[src/hw/rtl/wbps_pkg.sv]
// Shared constants, register codes and result type for the wildcard byte
// pattern search unit. No dependencies.
package wbps_pkg;

	localparam int MAX_PATTERN_DEF    = 16;
	localparam int POSITION_WIDTH_DEF = 32;

	// Fixed field widths
	localparam int PAT_BYTES = 16;
	localparam int LEN_W     = 5;
	localparam int CFG_W     = 64;
	localparam int IDX_W     = 3;
	localparam int POS_W     = 32;

	typedef enum logic [IDX_W-1:0] {
		REG_PATTERN_LOW  = 3'd0,
		REG_PATTERN_HIGH = 3'd1,
		REG_CARE_MASK    = 3'd2,
		REG_PATTERN_LEN  = 3'd3,
		REG_START_OFFSET = 3'd4
	} cfg_reg_t;

	typedef struct packed {
		logic             found;
		logic [POS_W-1:0] position;
	} result_t;

endpackage

[src/hw/rtl/wbps_cell.sv]
// One window cell: holds a stream byte, compares the byte moving in against
// its pattern byte and extends the match chain. Depends on nothing.
module wbps_cell (
	input  logic       clk,
	input  logic       arst_n,
	input  logic       shift,
	input  logic       clear,
	input  logic [7:0] byte_in,
	input  logic [7:0] pat_byte,
	input  logic       care,
	input  logic       active,
	input  logic       hit_in,
	output logic [7:0] byte_out,
	output logic       hit_out
);

	logic [7:0] byte_q;

	// window byte, zeroed at end of stream
	always_ff @(posedge clk or negedge arst_n) begin
		if (!arst_n) begin
			byte_q <= '0;
		end else if (shift) begin
			byte_q <= clear ? 8'd0 : byte_in;
		end
	end

	// compare the byte this cell holds after the shift
	assign hit_out  = hit_in & (!active | !care | (byte_in == pat_byte));
	assign byte_out = byte_q;

endmodule

[src/hw/rtl/wbps_out_buf.sv]
// Two-entry result buffer between the match logic and the output channel.
// Depends on wbps_pkg.
module wbps_out_buf import wbps_pkg::*; (
	input  logic    clk,
	input  logic    arst_n,
	input  logic    push,
	input  result_t push_data,
	output logic    full,
	output logic    out_valid,
	input  logic    out_stall,
	output result_t out_data
);

	result_t    ent0_q;
	result_t    ent1_q;
	logic [1:0] cnt_q;
	logic       pop;

	assign pop       = (cnt_q != 2'd0) && !out_stall;
	assign full      = (cnt_q == 2'd2);
	assign out_valid = (cnt_q != 2'd0);
	assign out_data  = ent0_q;

	// occupancy
	always_ff @(posedge clk or negedge arst_n) begin
		if (!arst_n) begin
			cnt_q <= 2'd0;
		end else if (push && !pop) begin
			cnt_q <= cnt_q + 2'd1;
		end else if (pop && !push) begin
			cnt_q <= cnt_q - 2'd1;
		end
	end

	// entries; entry 0 is the head
	always_ff @(posedge clk) begin
		if (push && !pop) begin
			if (cnt_q == 2'd0) begin
				ent0_q <= push_data;
			end else begin
				ent1_q <= push_data;
			end
		end else if (pop && !push) begin
			ent0_q <= ent1_q;
		end else if (pop && push) begin
			if (cnt_q == 2'd1) begin
				ent0_q <= push_data;
			end else begin
				ent0_q <= ent1_q;
				ent1_q <= push_data;
			end
		end
	end

`ifndef NO_ASSERTIONS
	a_no_push_full: assert property (@(posedge clk) disable iff (!arst_n)
		push |-> !full)
		else $error("result pushed into full buffer");
`endif

endmodule

[src/hw/rtl/wildcard_byte_pattern_search_unit.sv]
// A result is written into the result buffer on the transfer of the byte that
// completes the match or ends the stream, and offered on out_valid from its head.
// Throughput: one byte per cycle; the compare runs across a chain of window
// cells; in_stall rises only while both result buffer entries are held.
// Reset (arst_n low) clears window, position counter, reported flag and the
// configuration registers to their reset values.
module wildcard_byte_pattern_search_unit import wbps_pkg::*; #(
	parameter int MAX_PATTERN    = MAX_PATTERN_DEF,
	parameter int POSITION_WIDTH = POSITION_WIDTH_DEF
) (
	input  logic             clk,
	input  logic             arst_n,
	input  logic             cfg_we,
	input  logic [IDX_W-1:0] cfg_index,
	input  logic [CFG_W-1:0] cfg_data,
	input  logic             in_valid,
	output logic             in_stall,
	input  logic [7:0]       data_byte,
	input  logic             last_byte,
	output logic             out_valid,
	input  logic             out_stall,
	output logic             found,
	output logic [POS_W-1:0] match_position
);

	localparam logic [LEN_W-1:0] MAXL = LEN_W'(MAX_PATTERN);

	logic [CFG_W-1:0]          pat_low_q;
	logic [CFG_W-1:0]          pat_high_q;
	logic [PAT_BYTES-1:0]      care_q;
	logic [LEN_W-1:0]          len_cfg_q;
	logic [POS_W-1:0]          start_q;
	logic [POSITION_WIDTH-1:0] cnt_q;
	logic                      rg_q;

	logic [LEN_W-1:0]          len;
	logic [7:0]                pat_bytes [PAT_BYTES];
	logic [7:0]                chain_byte [MAX_PATTERN+1];
	logic                      chain_hit [MAX_PATTERN+1];
	logic                      accept;
	logic                      sat;
	logic [POS_W:0]            lim;
	logic                      in_range;
	logic                      hit;
	logic [POSITION_WIDTH-1:0] begin_pos;
	logic                      push;
	logic                      buf_full;
	result_t                   res;
	result_t                   out_res;

	// configuration registers
	always_ff @(posedge clk or negedge arst_n) begin
		if (!arst_n) begin
			pat_low_q  <= '0;
			pat_high_q <= '0;
			care_q     <= '1;
			len_cfg_q  <= LEN_W'(1);
			start_q    <= '0;
		end else if (cfg_we) begin
			case (cfg_reg_t'(cfg_index))
				REG_PATTERN_LOW:  pat_low_q  <= cfg_data;
				REG_PATTERN_HIGH: pat_high_q <= cfg_data;
				REG_CARE_MASK:    care_q     <= cfg_data[PAT_BYTES-1:0];
				REG_PATTERN_LEN:  len_cfg_q  <= cfg_data[LEN_W-1:0];
				REG_START_OFFSET: start_q    <= cfg_data[POS_W-1:0];
				default: ;
			endcase
		end
	end

	// used length: zero counts as one, clamp to the window depth
	always_comb begin
		if (len_cfg_q == '0) begin
			len = LEN_W'(1);
		end else if (len_cfg_q > MAXL) begin
			len = MAXL;
		end else begin
			len = len_cfg_q;
		end
	end

	for (genvar b = 0; b < PAT_BYTES / 2; b++) begin : g_pat
		assign pat_bytes[b]                 = pat_low_q[8*b +: 8];
		assign pat_bytes[b + PAT_BYTES / 2] = pat_high_q[8*b +: 8];
	end

	assign accept = in_valid && !in_stall;
	assign in_stall = buf_full;

	// window chain: cell i holds stream byte i places back, matched against
	// pattern byte len-1-i
	assign chain_byte[0] = data_byte;
	assign chain_hit[0]  = 1'b1;

	for (genvar i = 0; i < MAX_PATTERN; i++) begin : g_cell
		logic [LEN_W-1:0] kidx;
		assign kidx = len - LEN_W'(1) - LEN_W'(i);

		wbps_cell u_cell (
			.clk      (clk),
			.arst_n   (arst_n),
			.shift    (accept),
			.clear    (last_byte),
			.byte_in  (chain_byte[i]),
			.pat_byte (pat_bytes[kidx[3:0]]),
			.care     (care_q[kidx[3:0]]),
			.active   (LEN_W'(i) < len),
			.hit_in   (chain_hit[i]),
			.byte_out (chain_byte[i+1]),
			.hit_out  (chain_hit[i+1])
		);
	end

	// position window: pos+1-len >= start  <=>  pos >= start+len-1
	assign sat       = &cnt_q;
	assign lim       = {1'b0, start_q} + (POS_W+1)'(len - LEN_W'(1));
	assign in_range  = (POS_W+1)'(cnt_q) >= lim;
	assign begin_pos = cnt_q + POSITION_WIDTH'(1) - POSITION_WIDTH'(len);
	assign hit       = !rg_q && !sat && in_range && chain_hit[MAX_PATTERN];

	// result selection
	assign push         = accept && (hit || (last_byte && !rg_q));
	assign res.found    = hit;
	assign res.position = hit ? POS_W'(begin_pos) : '0;

	// stream position and reported flag
	always_ff @(posedge clk or negedge arst_n) begin
		if (!arst_n) begin
			cnt_q <= '0;
			rg_q  <= 1'b0;
		end else if (accept) begin
			if (last_byte) begin
				cnt_q <= '0;
				rg_q  <= 1'b0;
			end else begin
				if (!sat) begin
					cnt_q <= cnt_q + POSITION_WIDTH'(1);
				end
				if (hit) begin
					rg_q <= 1'b1;
				end
			end
		end
	end

	wbps_out_buf u_out_buf (
		.clk       (clk),
		.arst_n    (arst_n),
		.push      (push),
		.push_data (res),
		.full      (buf_full),
		.out_valid (out_valid),
		.out_stall (out_stall),
		.out_data  (out_res)
	);

	assign found          = out_res.found;
	assign match_position = out_res.position;

`ifndef NO_ASSERTIONS
	a_stall_has_data: assert property (@(posedge clk) disable iff (!arst_n)
		in_stall |-> out_valid)
		else $error("input stalled with no result waiting");

	a_rearm_on_last: assert property (@(posedge clk) disable iff (!arst_n)
		(accept && last_byte) |=> (cnt_q == '0 && !rg_q))
		else $error("stream state not cleared after final byte");

	a_single_result: assert property (@(posedge clk) disable iff (!arst_n)
		(accept && rg_q && !last_byte) |-> !push)
		else $error("second result in one stream");

	a_notfound_zero: assert property (@(posedge clk) disable iff (!arst_n)
		(out_valid && !found) |-> (match_position == '0))
		else $error("not-found result with non-zero position");
`endif

endmodule
[config.mk]
export PLATFORM = sky130hd
export DESIGN_NAME = wildcard_byte_pattern_search_unit
export DESIGN_NICKNAME = d
export VERILOG_FILES = /design/src/hw/rtl/wbps_pkg.sv /design/src/hw/rtl/wbps_cell.sv /design/src/hw/rtl/wbps_out_buf.sv /design/src/hw/rtl/wildcard_byte_pattern_search_unit.sv
export SDC_FILE = /design/constraint.sdc
export NUM_CORES = 1
export LEC_CHECK = 0
export BUFFER_PORTS_ARGS = -buffer_cell sky130_fd_sc_hd__buf_2
export CAP_MARGIN = 20
export CORE_ASPECT_RATIO = 1.5
export CORE_MARGIN = 10
export CORE_UTILIZATION = 32
export CTS_CLUSTER_DIAMETER = 60
export DETAILED_ROUTE_END_ITERATION = 10
export PLACE_DENSITY = 0.57
export SLEW_MARGIN = 20
export SYNTH_ARGS = -nofsm -noshare
export SYNTH_HDL_FRONTEND = slang
export SYNTH_SLANG_ARGS = --single-unit
export TNS_END_PERCENT = 1
[constraint.sdc]
create_clock -name clk -period 18.8 [get_ports clk]
set_clock_uncertainty 0.1 [all_clocks]
set_input_delay 1.88 -clock clk [delete_from_list [all_inputs] [get_ports clk]]
set_output_delay 1.88 -clock clk [all_outputs]
set_load 0.01 [all_outputs]
==> reports/qor.csv <==
metric;value;unit
floorplan die area;99810;µm²
kind of capture point of the worst setup path;register;
via count of the first global-routing pass;20720;
number of nets still failing antenna checks after routing;0;
mux contribution to synthesized area;27.96;%
pin count of the biggest net entering global routing;139;
Mapped Nets;2705;
synthesis-to-finish area growth;11.69;%
fraction of the mapped netlist area in adder cells;4.038;%
Final min period;10.16;ns
total vias in the final route;21080;
Fmax;0.09846;GHz
proportion of synthesized chip area in sequential cells;37.25;%
site row count;132;
Maximum Capacitance Violations;0;
synth unique cells;74;
number of H-tree levels;2;
Slew Limit Headroom;25.03;%
aggregate global-route resource usage;18.65;%
Final Instance Area;31220;µm²
leakage;0.01272;µW
result of the run;completed;
HP Class;reg -> reg;
final-report hold violation count;0;
startpoint-to-endpoint class of the critical path;reg -> reg;
total clock sinks;402;
number of buffers inserted during clock tree synthesis;46;
starting density of the core;32.30;%
synthesized-area fraction occupied by and/or/nand/nor cells;10.65;%
synthesized area per cell;11.03;µm²
maximum fanout encountered on the critical timing path;69;
asr flop ratio synth;83.58;%
Worst EP arrival;10.32;ns
post-synthesis instance area;27950;µm²
post-synthesis xor/xnor area fraction;6.966;%
power density over the cells;165.4;nW/µm²
wire length reported by the detailed router;94.29;mm
dominant combinational cell family by area after synthesis;multiplexers;
CP Launch Type;register;
highest-delay cell along the critical path;dfrtp_1;
net switching power;2319;µW
max-slew violation total from the final report;0;
final worst path period share;54.02;%
Crit path required time;18.97;ns
cell type with the largest total area after synthesis;dfrtp_1;
setup TNS;0;ns
DRC;0;
insertion delay of the later-clocked pin in the worst-skew pair;0.62;ns
cell types with the largest area share after synthesis;dfrtp_1 (29%), mux4_2 (15%), mux2_2 (8.1%);
TritonRoute pass-1 iters;7;
combinational power share;58.2;%
number of antenna violations at the first check in global routing;4;
total grt overflow;0;
synthesized instance count;2535;
RePlAce Congestion;1.058;
setup-violating endpoint count in the final report;0;
Critical Path Max Stage Delay;0.96;ns
EDFF count, synth;66;
number of violations reported at the end of detailed-routing iteration 0;2168;
TritonCTS clock tree;yes;
Buffers on Ports;115;
vertical extent of the die;382.0;µm
switching share of power;44.92;%
vias per inst;5.628;
Routed WL per cell;25.18;µm
Total Power;5163;µW
unrepaired setup endpoints after global routing;no;
number of buffers on the longest clock path;3;
clock transition time at the flip-flop clock pins of the worst setup and hold paths;0.07;ns
portion of total power attributed to the clock network;18.2;%
wire length of the first global-routing pass;139.7;mm
I/O Pins;116;
YS warnings;0;
instance area at placement;29650;µm²
critical path buffer and inverter count;5;
Core Area;86540;µm²
most frequent cells in the layout;nand2_1 (364), dfrtp_1 (319), mux2_2 (202);
register bit total from synthesis;402;
count of nets after finishing;2739;
Max rail drop VDD;102.7;µV
cts hold-fix bufs;0;
buffers inserted by post-CTS timing repair;0;
Detail Placement HPWL;71.12;mm
die boundary width;261.3;µm
Main synth FF type;dfrtp_1;
fraction of post-synthesis cell area in the top cell type by area;28.56;%
most prevalent standard cell on the critical path;o21ai_0;
transition at the pin with the smallest max-transition slack;1.121;ns
share of layout cells above drive strength 1;26.15;%
synthesized-area fraction occupied by ao, oa, aoi and oai cells;10.04;%
sequential fraction of design power;23.6;%
Root Buffer;clkbuf_16;
cell family contributing the most delay on the critical path;compound AO/OA/AOI/OAI gates;
number of gates given a new drive strength after cts;0;
most common library cell in the layout ignoring fill and taps;nand2_1;
cell internal pwr;2844;µW
[worst min-delay path, cell delays in order, from the launching register on]
cell     delay, ns
dfrtp_1       0.36
nand2_1       0.05
o21ai_0       0.06
[registers in the layout, summed over array words and instances, names as in the netlist]
register,count
g_cell.u_cell.byte_out,120
pat_high_q,64
pat_low_q,64
u_out_buf.ent1_q,33
u_out_buf.out_data,33
cnt_q,32
start_q,32
care_q,16
len_cfg_q,5
u_out_buf.cnt_q,2
rg_q,1
[stage by stage]
| stage | utilization [%] | instances | setup slack (ns) | hold WS [ns] |
|---|---|---|---|---|
| after CTS | 36.05 | 3742 | 8.618 | 0.4135 |
| after floorplan | - | 2535 | 7.366 | 0.3692 |
| final | 36.07 | 3745 | 8.644 | 0.4112 |
| after detailed placement | 34.26 | 3659 | 8.647 | 0.3984 |
| after global routing | 36.07 | 3743 | 7.717 | 0.4426 |
| after global placement | 34.26 | 3659 | 8.771 | 0.3919 |
[synthesized netlist by cell type (18+ instances only)]
cell type,number
edfxtp_1,66
o221ai_1,18
inv_1,24
dfrtp_1,319
o31ai_1,45
mux2i_1,126
o21ai_0,186
xor2_1,88
nor2_1,97
mux4_2,190
nand2_1,365
nand3_1,49
nand4_1,40
buf_1,20
a21o_1,40
a21oi_1,56
ha_1,87
clkbuf_1,128
mux2_2,202
nor3_1,22
xnor2_1,125
[cells by family after synthesis]
group,count (synthesis)
and+or+nand+nor,663
muxes,518
AOI/OAI and AO/OA,440
DFF,402
xor gates and xnor gates,218
buffers and inverters,205
adders and majority gates,89
[per-layer routing]
layer  share of wire (%)  wire [µm]  GRT usage, %  vias up
li1                    -          -             -     9526
met1                  37      34840         20.88    10590
met2                  50      47240         32.13      733
met3                 4.9       4660         2.608      228
met4                 8.0       7530         13.07        2
met5               0.019         18             0        -
[path summary, 6_finish.rpt]
path	slack, ns	startpoint	depth (start not counted)	endpoint
worst max register to register	8.64	len_cfg_q[3]	33	u_out_buf.ent1_q[31]
max in group asynchronous	15.52	arst_n	3	g_cell[11].u_cell.byte_out[3]
worst min-delay path	0.41	u_out_buf.cnt_q[1]	2	u_out_buf.cnt_q[1]
worst max-delay path	8.64	len_cfg_q[3]	33	u_out_buf.ent1_q[31]
min in group asynchronous	1.20	arst_n	1	pat_high_q[10]
worst min register to register	0.41	u_out_buf.cnt_q[1]	2	u_out_buf.cnt_q[1]
[layout make-up]
type / count / area (µm²)
Timing Repair Buffer: 159 / 917.1
Tap cell: 1139 / 1425
Sequential cell: 402 / 10410
Clock inverter: 24 / 319.1
Multi-Input combinational cell: 1928 / 16790
Fill cell: 8654 / 55330
Antenna cell: 2 / 5.005
Clock buffer: 59 / 1230
Inverter: 32 / 123.9
[power by group through the flow]
stage	clock (µW)	combinational [µW]	sequential, µW
floorplan	0	2030	1170
global placement	0	2930	1230
detailed placement	0	2940	1230
CTS	965	2950	1220
global route	994	3160	1240
finish	939	3000	1220
No activity file was read; power rests on OpenSTA's default activity.
